==> src/hdl/wsd_pkg.sv <==
package wsd_pkg;

    // Width of the accumulated frame length and the remaining-byte counter.
    localparam int LEN_BITS = 32;
    localparam int FLEN_W   = 32;

    localparam logic [7:0] FIRST_BYTE_RST = 8'h82;
    localparam logic [7:0] LEN_CODE_16    = 8'h7E;
    localparam logic [6:0] LEN_SMALL_MAX  = 7'd125;

    // Result status codes
    localparam logic [2:0] ST_HEADER     = 3'd0;
    localparam logic [2:0] ST_PAYLOAD    = 3'd1;
    localparam logic [2:0] ST_SKIP       = 3'd2;
    localparam logic [2:0] ST_SKIP_AFTER = 3'd3;
    localparam logic [2:0] ST_MASKED     = 3'd4;
    localparam logic [2:0] ST_ZERO_LEN   = 3'd5;

    // Register map
    localparam int          PADDR_W      = 3;
    localparam logic        REG_IDX_FIRST = 1'b0;

    // Byte plus the state-independent decode done by the front end.
    typedef struct packed {
        logic [7:0] data;
        logic       is_first;   // matches configured first header byte
        logic       masked;     // mask bit of the length byte
        logic       len_small;  // 7-bit length 0..125
        logic       len_zero;   // 7-bit length is zero
        logic       is_ext16;   // 16-bit extended length code
    } cls_t;

    function automatic logic [FLEN_W-1:0] to_flen(input logic [LEN_BITS-1:0] v);
        logic [LEN_BITS+FLEN_W-1:0] tmp;
        tmp = {{FLEN_W{1'b0}}, v};
        return tmp[FLEN_W-1:0];
    endfunction

endpackage

==> src/hdl/wsd_if.sv <==
interface wsd_byte_if;
    logic       valid;
    logic       ready;
    logic [7:0] in_byte;

    modport source (output valid, output in_byte, input ready);
    modport sink   (input valid, input in_byte, output ready);
endinterface

interface wsd_result_if;
    logic        valid;
    logic        ready;
    logic [2:0]  status;
    logic [7:0]  payload_byte;
    logic        frame_end;
    logic [31:0] frame_length;

    modport source (output valid, output status, output payload_byte,
                    output frame_end, output frame_length, input ready);
    modport sink   (input valid, input status, input payload_byte,
                    input frame_end, input frame_length, output ready);
endinterface

==> src/hdl/wsd_front.sv <==
module wsd_front (
    wsd_byte_if.sink      stream,
    input  logic [7:0]    first_byte,
    output logic          item_valid,
    input  logic          item_ready,
    output wsd_pkg::cls_t item
);
    import wsd_pkg::*;

    assign item_valid   = stream.valid;
    assign stream.ready = item_ready;

    always_comb
    begin
        item.data      = stream.in_byte;
        item.is_first  = (stream.in_byte == first_byte);
        item.masked    = stream.in_byte[7];
        item.len_small = (stream.in_byte[6:0] <= LEN_SMALL_MAX);
        item.len_zero  = (stream.in_byte[6:0] == 7'd0);
        item.is_ext16  = (stream.in_byte == LEN_CODE_16);
    end
endmodule

==> src/hdl/wsd_queue.sv <==
module wsd_queue (
    input  logic          clk,
    input  logic          rst_n,
    input  logic          push_valid,
    output logic          push_ready,
    input  wsd_pkg::cls_t push_item,
    output logic          pop_valid,
    input  logic          pop_ready,
    output wsd_pkg::cls_t pop_item
);
    import wsd_pkg::*;

    cls_t       mem [2];
    logic       wr_ptr_reg, wr_ptr_next;
    logic       rd_ptr_reg, rd_ptr_next;
    logic [1:0] count_reg, count_next;
    logic       push, pop;

    assign push_ready = (count_reg != 2'd2);
    assign pop_valid  = (count_reg != 2'd0);
    assign pop_item   = mem[rd_ptr_reg];
    assign push       = push_valid && push_ready;
    assign pop        = pop_valid && pop_ready;

    always_comb
    begin
        wr_ptr_next = push ? ~wr_ptr_reg : wr_ptr_reg;
        rd_ptr_next = pop ? ~rd_ptr_reg : rd_ptr_reg;
        count_next  = count_reg + {1'b0, push} - {1'b0, pop};
    end

    always_ff @(posedge clk)
    begin
        if (push)
        begin
            mem[wr_ptr_reg] <= push_item;
        end
    end

    always_ff @(posedge clk or negedge rst_n)
    begin
        if (!rst_n)
        begin
            wr_ptr_reg <= 1'b0;
            rd_ptr_reg <= 1'b0;
            count_reg  <= 2'd0;
        end
        else
        begin
            wr_ptr_reg <= wr_ptr_next;
            rd_ptr_reg <= rd_ptr_next;
            count_reg  <= count_next;
        end
    end
endmodule

==> src/hdl/wsd_back.sv <==
module wsd_back (
    input  logic          clk,
    input  logic          rst_n,
    input  logic          item_valid,
    output logic          item_ready,
    input  wsd_pkg::cls_t item,
    wsd_result_if.source  result
);
    import wsd_pkg::*;

    localparam logic [2:0] PH_WAIT_OP = 3'd0;
    localparam logic [2:0] PH_LEN0    = 3'd1;
    localparam logic [2:0] PH_EXT16   = 3'd2;
    localparam logic [2:0] PH_EXT64   = 3'd3;
    localparam logic [2:0] PH_PAYLOAD = 3'd4;

    logic [2:0]          phase_reg, phase_next;
    logic [3:0]          cnt_reg, cnt_next, cnt_inc;
    logic [LEN_BITS-1:0] len_reg, len_next, len_shift;
    logic [LEN_BITS-1:0] left_reg, left_next;
    logic                done_reg, done_next;

    logic                vld_reg;
    logic [2:0]          status_reg, status_next;
    logic [7:0]          pbyte_reg, pbyte_next;
    logic                fend_reg, fend_next;
    logic [FLEN_W-1:0]   flen_reg, flen_next;

    logic                advance;
    logic                ext_done;

    assign advance    = item_valid && (!vld_reg || result.ready);
    assign item_ready = advance;

    assign len_shift = {len_reg[LEN_BITS-9:0], item.data};
    assign cnt_inc   = cnt_reg + 4'd1;
    assign ext_done  = (phase_reg == PH_EXT16) ? (cnt_inc >= 4'd2) : (cnt_inc >= 4'd8);

    always_comb
    begin
        phase_next  = phase_reg;
        cnt_next    = cnt_reg;
        len_next    = len_reg;
        left_next   = left_reg;
        done_next   = done_reg;
        status_next = ST_HEADER;
        pbyte_next  = 8'd0;
        fend_next   = 1'b0;
        flen_next   = '0;

        unique case (phase_reg)
            PH_LEN0:
            begin
                if (item.masked)
                begin
                    status_next = ST_MASKED;
                    done_next   = 1'b0;
                    phase_next  = PH_WAIT_OP;
                end
                else if (item.len_small)
                begin
                    len_next  = LEN_BITS'(item.data[6:0]);
                    flen_next = FLEN_W'(item.data[6:0]);
                    if (item.len_zero)
                    begin
                        fend_next  = 1'b1;
                        done_next  = 1'b1;
                        phase_next = PH_WAIT_OP;
                    end
                    else
                    begin
                        left_next  = LEN_BITS'(item.data[6:0]);
                        phase_next = PH_PAYLOAD;
                    end
                end
                else
                begin
                    len_next   = '0;
                    cnt_next   = 4'd0;
                    phase_next = item.is_ext16 ? PH_EXT16 : PH_EXT64;
                end
            end
            PH_EXT16, PH_EXT64:
            begin
                len_next = len_shift;
                cnt_next = cnt_inc;
                if (ext_done)
                begin
                    cnt_next = 4'd0;
                    if (len_shift == '0)
                    begin
                        status_next = ST_ZERO_LEN;
                        phase_next  = PH_WAIT_OP;
                    end
                    else
                    begin
                        flen_next  = to_flen(len_shift);
                        left_next  = len_shift;
                        phase_next = PH_PAYLOAD;
                    end
                end
            end
            PH_PAYLOAD:
            begin
                // left_reg is never zero here: entry needs a nonzero length
                status_next = ST_PAYLOAD;
                pbyte_next  = item.data;
                flen_next   = to_flen(len_reg);
                left_next   = left_reg - LEN_BITS'(1);
                if (left_reg == LEN_BITS'(1))
                begin
                    fend_next  = 1'b1;
                    done_next  = 1'b1;
                    phase_next = PH_WAIT_OP;
                end
            end
            default:
            begin
                phase_next = PH_WAIT_OP;
                if (item.is_first)
                begin
                    done_next  = 1'b0;
                    len_next   = '0;
                    left_next  = '0;
                    cnt_next   = 4'd0;
                    phase_next = PH_LEN0;
                end
                else
                begin
                    status_next = done_reg ? ST_SKIP_AFTER : ST_SKIP;
                    done_next   = 1'b0;
                end
            end
        endcase
    end

    always_ff @(posedge clk or negedge rst_n)
    begin
        if (!rst_n)
        begin
            phase_reg <= PH_WAIT_OP;
            cnt_reg   <= 4'd0;
            len_reg   <= '0;
            left_reg  <= '0;
            done_reg  <= 1'b0;
            vld_reg   <= 1'b0;
        end
        else
        begin
            if (advance)
            begin
                phase_reg <= phase_next;
                cnt_reg   <= cnt_next;
                len_reg   <= len_next;
                left_reg  <= left_next;
                done_reg  <= done_next;
                vld_reg   <= 1'b1;
            end
            else if (result.ready)
            begin
                vld_reg <= 1'b0;
            end
        end
    end

    always_ff @(posedge clk)
    begin
        if (advance)
        begin
            status_reg <= status_next;
            pbyte_reg  <= pbyte_next;
            fend_reg   <= fend_next;
            flen_reg   <= flen_next;
        end
    end

    assign result.valid        = vld_reg;
    assign result.status       = status_reg;
    assign result.payload_byte = pbyte_reg;
    assign result.frame_end    = fend_reg;
    assign result.frame_length = flen_reg;
endmodule

==> src/hdl/websocket_frame_deframer.sv <==
// Byte-serial WebSocket frame deframer. One stream byte in, one result item
// out, in order. It hunts for the configured first header byte (register 0,
// reset 0x82), rejects masked frames, decodes the 7-bit, 16-bit or 64-bit
// length (the 64-bit form keeps its low 32 bits) and marks the last payload
// byte with frame_end (for a 7-bit zero length, the length byte). Sustained
// rate is one byte per clock while the result side keeps taking items. A byte
// accepted from the stream is written into the two-entry queue; the parser
// takes it from there and loads the result register, from which the result
// item is taken. The parser decides every byte combinationally (phase,
// length and remaining count). A stalled result holds the output register
// and backs up into the queue, which keeps accepting bytes until both
// entries are full. Config is written over APB at byte address 0; write
// only while idle.
module websocket_frame_deframer (
    input  logic                          clk,
    input  logic                          rst_n,
    input  logic                          psel,
    input  logic                          penable,
    input  logic                          pwrite,
    input  logic [wsd_pkg::PADDR_W-1:0]   paddr,
    input  logic [31:0]                   pwdata,
    output logic [31:0]                   prdata,
    output logic                          pready,
    wsd_byte_if.sink                      stream,
    wsd_result_if.source                  result
);
    import wsd_pkg::*;

    logic [7:0] first_reg;
    logic       cfg_wr;

    logic       f_valid, f_ready;
    cls_t       f_item;
    logic       q_valid, q_ready;
    cls_t       q_item;

    // APB: single register, word index taken from paddr[2]
    assign pready = 1'b1;
    assign cfg_wr = psel && penable && pwrite && (paddr[2] == REG_IDX_FIRST);
    assign prdata = (paddr[2] == REG_IDX_FIRST) ? {24'd0, first_reg} : 32'd0;

    always_ff @(posedge clk or negedge rst_n)
    begin
        if (!rst_n)
        begin
            first_reg <= FIRST_BYTE_RST;
        end
        else if (cfg_wr)
        begin
            first_reg <= pwdata[7:0];
        end
    end

    // Front: byte decode, no state
    wsd_front u_front (
        .stream     (stream),
        .first_byte (first_reg),
        .item_valid (f_valid),
        .item_ready (f_ready),
        .item       (f_item)
    );

    // Decoupling queue
    wsd_queue u_queue (
        .clk        (clk),
        .rst_n      (rst_n),
        .push_valid (f_valid),
        .push_ready (f_ready),
        .push_item  (f_item),
        .pop_valid  (q_valid),
        .pop_ready  (q_ready),
        .pop_item   (q_item)
    );

    // Back: frame parser and result register
    wsd_back u_back (
        .clk        (clk),
        .rst_n      (rst_n),
        .item_valid (q_valid),
        .item_ready (q_ready),
        .item       (q_item),
        .result     (result)
    );
endmodule

==> src/flat_wrapper.sv <==
// flat-port wrapper written by rule: the top's interface ports become plain ports
module websocket_frame_deframer_flat import wsd_pkg::*;
  (clk, rst_n, psel, penable, pwrite, paddr, pwdata, prdata, pready, stream_valid, stream_in_byte, stream_ready, result_valid, result_status, result_payload_byte, result_frame_end, result_frame_length, result_ready);
  wsd_byte_if stream_i ();
  wsd_result_if result_i ();
  input  logic clk;
  input  logic rst_n;
  input  logic psel;
  input  logic penable;
  input  logic pwrite;
  input  logic [wsd_pkg::PADDR_W-1:0] paddr;
  input  logic [31:0] pwdata;
  output logic [31:0] prdata;
  output logic pready;
  input wire logic [$bits(stream_i.valid)-1:0] stream_valid;
  input wire logic [$bits(stream_i.in_byte)-1:0] stream_in_byte;
  output wire logic [$bits(stream_i.ready)-1:0] stream_ready;
  output wire logic [$bits(result_i.valid)-1:0] result_valid;
  output wire logic [$bits(result_i.status)-1:0] result_status;
  output wire logic [$bits(result_i.payload_byte)-1:0] result_payload_byte;
  output wire logic [$bits(result_i.frame_end)-1:0] result_frame_end;
  output wire logic [$bits(result_i.frame_length)-1:0] result_frame_length;
  input wire logic [$bits(result_i.ready)-1:0] result_ready;
  assign stream_i.valid = stream_valid;
  assign stream_i.in_byte = stream_in_byte;
  assign stream_ready = stream_i.ready;
  assign result_valid = result_i.valid;
  assign result_status = result_i.status;
  assign result_payload_byte = result_i.payload_byte;
  assign result_frame_end = result_i.frame_end;
  assign result_frame_length = result_i.frame_length;
  assign result_i.ready = result_ready;
  websocket_frame_deframer u_core (.clk(clk), .rst_n(rst_n), .psel(psel), .penable(penable), .pwrite(pwrite), .paddr(paddr), .pwdata(pwdata), .prdata(prdata), .pready(pready), .stream(stream_i), .result(result_i));
endmodule
==> config.mk <==
export PLATFORM = sky130hd
export DESIGN_NAME = websocket_frame_deframer_flat
export DESIGN_NICKNAME = d
export VERILOG_FILES = /design/src/hdl/wsd_pkg.sv /design/src/hdl/wsd_if.sv /design/src/hdl/wsd_front.sv /design/src/hdl/wsd_queue.sv /design/src/hdl/wsd_back.sv /design/src/hdl/websocket_frame_deframer.sv /design/src/flat_wrapper.sv
export SDC_FILE = /design/constraint.sdc
export NUM_CORES = 1
export LEC_CHECK = 0
export ABC_AREA = 1
export BUFFER_PORTS_ARGS = -buffer_cell sky130_fd_sc_hd__buf_2
export CORE_UTILIZATION = 35
export CTS_BUF_LIST = sky130_fd_sc_hd__clkbuf_2 sky130_fd_sc_hd__clkbuf_4 sky130_fd_sc_hd__clkbuf_8
export CTS_CLUSTER_DIAMETER = 120
export DETAILED_ROUTE_END_ITERATION = 16
export PLACE_DENSITY_LB_ADDON = 0.2
export REMOVE_ABC_BUFFERS = 1
export SLEW_MARGIN = 15
export SYNTH_ARGS = -nofsm -noshare
export SYNTH_HDL_FRONTEND = slang
export SYNTH_SLANG_ARGS = --single-unit
==> constraint.sdc <==
create_clock -name clk -period 2.9 [get_ports clk]
set_input_delay 0.145 -clock clk [delete_from_list [all_inputs] [get_ports clk]]
set_output_delay 0.145 -clock clk [all_outputs]
set_load 0.05 [all_outputs]
==> metrics, run 1 <==
Crit path arrival time=2940 ps; vias per cell=4.785; TNS Setup=0 ps; WHS Path Cells=3; Top Metal Used=met4; EDFF count, synth=68; Slew Limit Fails=0; element type at the critical path start=flip-flop; post-CTS sizing=0; Antenna Cells=0; Unique masters post-synth=38; post-CTS setup buffers=0; vias in the first global route=6039; Die ar.=0.02316 mm²; TritonCTS buffer count=17; Ys Warns=0; H-tree depth=4; failing checks=DRC; Power Density=1290 mW/mm²; met2 WL post-DR=9235 µm; gr ovfl total=0; Max Freq=385.9 MHz; fillcell total=2242; max_cap viols=0; Fin Clk Skew=19.03 ps; worst reg-to-reg path cell count=11; Hold/Removal Path Class=input pin to flip-flop; final setup violating endpoints=0; area occupied by multi-input gates=0.003146 mm²; Core Util, Final=41.45%; # DRC=6; Global Route Usage Sum=17.64%; clk sink count=153; nets@finish=1130; TritonCTS clock tree=yes; RSZ-0062 raised after global routing=false; post-synthesis sequential area ratio=52.83%; actual slew at the worst max-slew pin=842.9 ps; Most used DFF post-synth=dfrtp_1; hold_sp=pwrite; Yosys top cell area share=26.30%; largest net degree at the start of global routing=60; async set-reset flop share out of synthesis=55.56%; placed cell count=1316; Period minus WS final=2592 ps; Sequential cell area=0.004172 mm²; # hold bufs at CTS=19; fin cells=1367; worst vdd ir=0.0005314 V; port buffer count=77; Clock Path Buffers=2; Metal-1 WL=9242 µm; Worst-Skew Late Latency=470 ps; first-pass GRT wire length=31880 µm; Placed Area=0.008489 mm²; leakage power=0.004369 µW; Post-Syn Area=0.007896 mm²; Crit. Startpoint=u_core.u_queue.rd_ptr_reg$_DFFE_PN0P_; Layout area overhead=15.27%; DP HPWL=13610 µm; gp weighted congestion=0.8752; slack of the worst reg-to-reg path=310 ps; relative slew slack=43.81%; synth cell count leaders=nand2_1 (325), nor2_1 (127), dfrtp_1 (83), o21ai_0 (83), inv_1 (80); DR vias=6541; Fin. Hold Viols=0; syn_area_per_cell=8.074 µm²; Post-DRT Antenna Nets=0; layout cells sized above 1=12.97%; CTS Root Cell=clkbuf_8; Worst setup EP type=flip-flop; Iter 0 DRT Violations=409; Starting Density=35.96%; first-pass iteration count of the detailed router=10; core area=0.02196 mm²; Ports=129; initial antenna violation count=0; Reg clk slew, reported paths=100 ps; routed wire length=19670 µm; outcome=finished with violations; met3 routed WL=915 µm; Req. time, crit path=3250 ps; drt wl/cell=14.39 µm; die width=152.2 µm; WS Path Type=flip-flop to flip-flop; # rows=54; fin area=0.009102 mm²; post-synth top area cell=dfrtp_1; Die H=152.2 µm; cells after synthesis=978; Area contributors post-synth=dfrtp_1 (26%), edfxtp_1 (26%), nand2_1 (15%); period utilization=89.37%; worst-path maximum fanout=30; #FFs+latches synth=153; count leader, synth=nand2_1; Power, Total=11740 µW; reg2reg start=u_core.u_queue.rd_ptr_reg$_DFFE_PN0P_
-- power by group --
group / switching, µW / internal [µW]
logic: 4880 / 1680
clock network: 937 / 799
registers: 434 / 3010
total: 6260 / 5480
-- cells by family (layout without fill, tap and decap cells) --
group	after synthesis	in the layout	share of synthesized area (%)
DFF	153	153	52.83
buffers and inverters	138	224	8.430
and+or+nand+nor	539	539	27.59
adders and majority gates	6	6	0.9507
AOI/OAI and AO/OA	127	127	8.668
xor gates and xnor gates	13	13	1.442
other	2	25	0.09511
-- metrics by stage --
step,hold slack [ps],worst slack (ps)
global placement,309.7,334.6
global route,382.2,33.76
detailed placement,308.0,314.2
floorplan,-150.6,-259.5
finish,288.1,308.4
CTS,272.0,270.7
-- final timing paths --
kind                                                           to
setup / recovery           u_core.u_back.left_reg[18]$_DFFE_PN0P_
max in group asynchronous   u_core.u_back.left_reg[5]$_DFFE_PN0P_
min in group asynchronous   u_core.u_back.len_reg[25]$_DFFE_PN0P_
hold / removal                    u_core.first_reg[7]$_DFFE_PN1P_
setup reg to reg           u_core.u_back.left_reg[18]$_DFFE_PN0P_
hold reg to reg             u_core.u_back.len_reg[26]$_DFFE_PN0P_
-- metal layers --
layer / vias up / global-route usage (%)
met5: - / 0
met4: 0 / 5.442
met3: 19 / 3.641
met2: 169 / 28.68
met1: 3048 / 23.64
li1: 3305 / -
-- worst max-delay path: stages, from the launching register on --
cell and delay (ps):
dfrtp_1 730, inv_2 240, nand2_1 130, nand2_1 160
nor2_1 140, nand2_1 60, nor2_2 160, nand3_2 100
nand2_4 210, inv_2 300, nand2_1 150, nand2_1 60
-- layout by cell type (no fill, tap or decap), drive strengths merged, types with 10 or more instances in the layout --
master       count
inv             88
nand3           57
xnor2           10
clkbuf          17
o21ai           86
nand4           10
conb            25
dlygate4sd3     19
edfxtp          68
dfrtp           83
nor2           130
nand2          331
buf             90
a21oi           20
-- final cells by class --
cell class,instances,share of cell area (%)
multi-input combinational,710,34.56
clock inverter,15,2.076
sequential,153,45.83
timing repair buffer,109,7.698
clock buffer,17,2.570
tap,280,3.849
inverter,83,3.423
Power figures use the tool's default switching activity.
==> inputs of run 2 (changes only) <==
CTS_BUF_LIST = not set   (was sky130_fd_sc_hd__clkbuf_2 sky130_fd_sc_hd__clkbuf_4 sky130_fd_sc_hd__clkbuf_8)
==> metrics, run 2 (same netlist as run 1, synthesis figures left out) <==
Clock Path Buffers=2 (unchanged); vias in the first global route=6111 (+1.2%); Reg clk slew, reported paths=70 ps (-30 ps); fillcell total=2221 (-0.94%); GRT busiest layer=met2; gr ovfl total=0 (unchanged); die width=152.2 µm (unchanged); drt wl/cell=14.51 µm (+0.88%); Worst setup EP type=flip-flop; worst slack, placed=314.2 ps (unchanged); Power Density=1325 mW/mm² (+2.8%); gp weighted congestion=0.8752 (unchanged); Global Route Usage Sum=17.72% (+0.079 points); initial antenna violation count=0 (unchanged); Max Freq=390.3 MHz (+1.2%); failing checks=DRC; hold_sp=pwrite; final worst setup slack=337.9 ps (+29.48 ps); TritonCTS buffer count=17 (unchanged); largest net degree at the start of global routing=60 (unchanged); commonest non-fill, non-tap cell in the layout=nand2_1; first-pass iteration count of the detailed router=11 (+1); GRT met2 Usage=29.23% (+0.55 points); actual slew at the worst max-slew pin=844.0 ps (+1.096 ps); max_cap viols=0 (unchanged); leakage power=0.004454 µW (+2.0%); first-pass GRT wire length=32150 µm (+0.85%); Iter 0 DRT Violations=375 (-8.3%); DR vias=6548 (+0.11%); met3 Usage GRT=3.726% (+0.085 points); Power, Total=12310 µW (+4.9%); outcome=finished with violations; CTS Root Cell=clkbuf_16; final setup violating endpoints=0 (unchanged); Post-DRT Antenna Nets=0 (unchanged); Fin Clk Skew=18.23 ps (-0.7909 ps); Starting Density=35.96% (unchanged); WHS Path Cells=3 (unchanged); worst hold endpoint=u_core.first_reg[7]$_DFFE_PN1P_; core area=0.02196 mm² (unchanged); Period minus WS final=2562 ps (-29.48 ps); Slew Limit Fails=0 (unchanged); routed wire length=19840 µm (+0.88%); Crit. Startpoint=u_core.u_queue.rd_ptr_reg$_DFFE_PN0P_; Worst-Skew Late Latency=440 ps (-30 ps); Hold/Removal Path Class=input pin to flip-flop; relative slew slack=43.73% (-0.073 points); Antenna Cells=0 (unchanged); post-CTS sizing=0 (unchanged); period utilization=88.35% (-1.0 points); layout cells sized above 1=12.97% (unchanged); Layout area overhead=17.64%; Fin. Hold Viols=0 (unchanged); worst vdd ir=0.0005619 V (+5.7%); slack of the worst reg-to-reg path=340 ps (+30 ps); # rows=54 (unchanged); worst-path maximum fanout=30 (unchanged); worst reg-to-reg path cell count=11 (unchanged); Die H=152.2 µm (unchanged); Die ar.=0.02316 mm² (unchanged); vias per cell=4.790 (+0.11%); Req. time, crit path=3210 ps (-40 ps); H-tree depth=4 (unchanged); element type at the critical path start=flip-flop; Ports=129 (unchanged); nets@finish=1130 (unchanged); Crit path arrival time=2870 ps (-70 ps); WS Path Type=flip-flop to flip-flop; DP HPWL=13610 µm (unchanged); TritonCTS clock tree=yes; clk sink count=153 (unchanged); port buffer count=77 (unchanged); most frequent cells in the layout=nand2_1 (325), nor2_1 (127), o21ai_0 (83), dfrtp_1 (83), inv_1 (79); Worst R2R End=u_core.u_back.left_reg[18]$_DFFE_PN0P_; # DRC=6 (unchanged); RSZ-0062 raised after global routing=false; post-CTS setup buffers=0 (unchanged); reg2reg start=u_core.u_queue.rd_ptr_reg$_DFFE_PN0P_; grt met1 use=23.58% (-0.064 points)
## run 2: cell types whose count changed in the layout (fill, tap and decap cells not counted), sizes merged
cell | previous run | this run
bufinv | 2 | 1
clkbuf | 17 | 18
## run 2: stage by stage
| stage | hold slack [ps] | instance area, µm² | util [%] | TNS, ps | cells |
|---|---|---|---|---|---|
| 6_report | 334.0 | 9289 | 42.30 | 0 | 1367 |
| 5_1_grt | 431.4 | 9289 | 42.30 | 0 | 1367 |
| 4_1_cts | 324.0 | 9289 | 42.30 | 0 | 1367 |
| 3_5_place_dp | 308.0 | 8489 | 38.66 | 0 | 1316 |
| 3_3_place_gp | 309.7 | 8489 | 38.66 | 0 | 1316 |
| 2_1_floorplan | -150.6 | 7629 | - | -2176 | 946 |
## run 2: how the worst max path moves through the flow
stage	to	slack (ps)	cells after the start
global route	u_core.u_back.left_reg[28]$_DFFE_PN0P_	60	11
finish	u_core.u_back.left_reg[18]$_DFFE_PN0P_	340	11
global placement	u_core.u_back.left_reg[21]$_DFFE_PN0P_	330	11
CTS	u_core.u_back.left_reg[18]$_DFFE_PN0P_	290	11
floorplan	u_core.u_back.len_reg[0]$_DFFE_PN0P_	-260	8
detailed placement	u_core.u_back.left_reg[18]$_DFFE_PN0P_	310	11
## run 2: report_power, final
part           switching, µW  leakage, µW  internal, µW
Combinational           4900      0.00236          1680
Sequential               433      0.00181          3010
Clock                   1010     0.000284          1270
## run 2: final cells by class
class	instances	area, µm²	area share [%]
timing repair buffer	109	700.7	7.543
clock buffer	18	450.4	4.849
inverter	83	311.5	3.354
multi-input combinational	710	3146	33.86
sequential	153	4172	44.91
tap	280	350.3	3.772
clock inverter	14	158.9	1.711
## run 2: metal layers
metal / wire [µm] / up-vias
met5: 0 / -
met4: 214 / 0
met3: 903 / 14
met2: 9386 / 177
met1: 9334 / 3050
li1: - / 3307
## run 2: critical path, stage by stage (launching register included)
cell	delay (ps)
dfrtp_1	700
inv_2	230
nand2_1	130
nand2_1	160
nor2_1	140
nand2_1	60
nor2_2	160
nand3_2	100
nand2_4	220
inv_2	300
nand2_1	150
nand2_1	60
## run 2: what timing repair did
action,CTS,global route
hold buffers,19,0
hold endpoints to repair,82,0
endpoints found under the setup margin,0,0
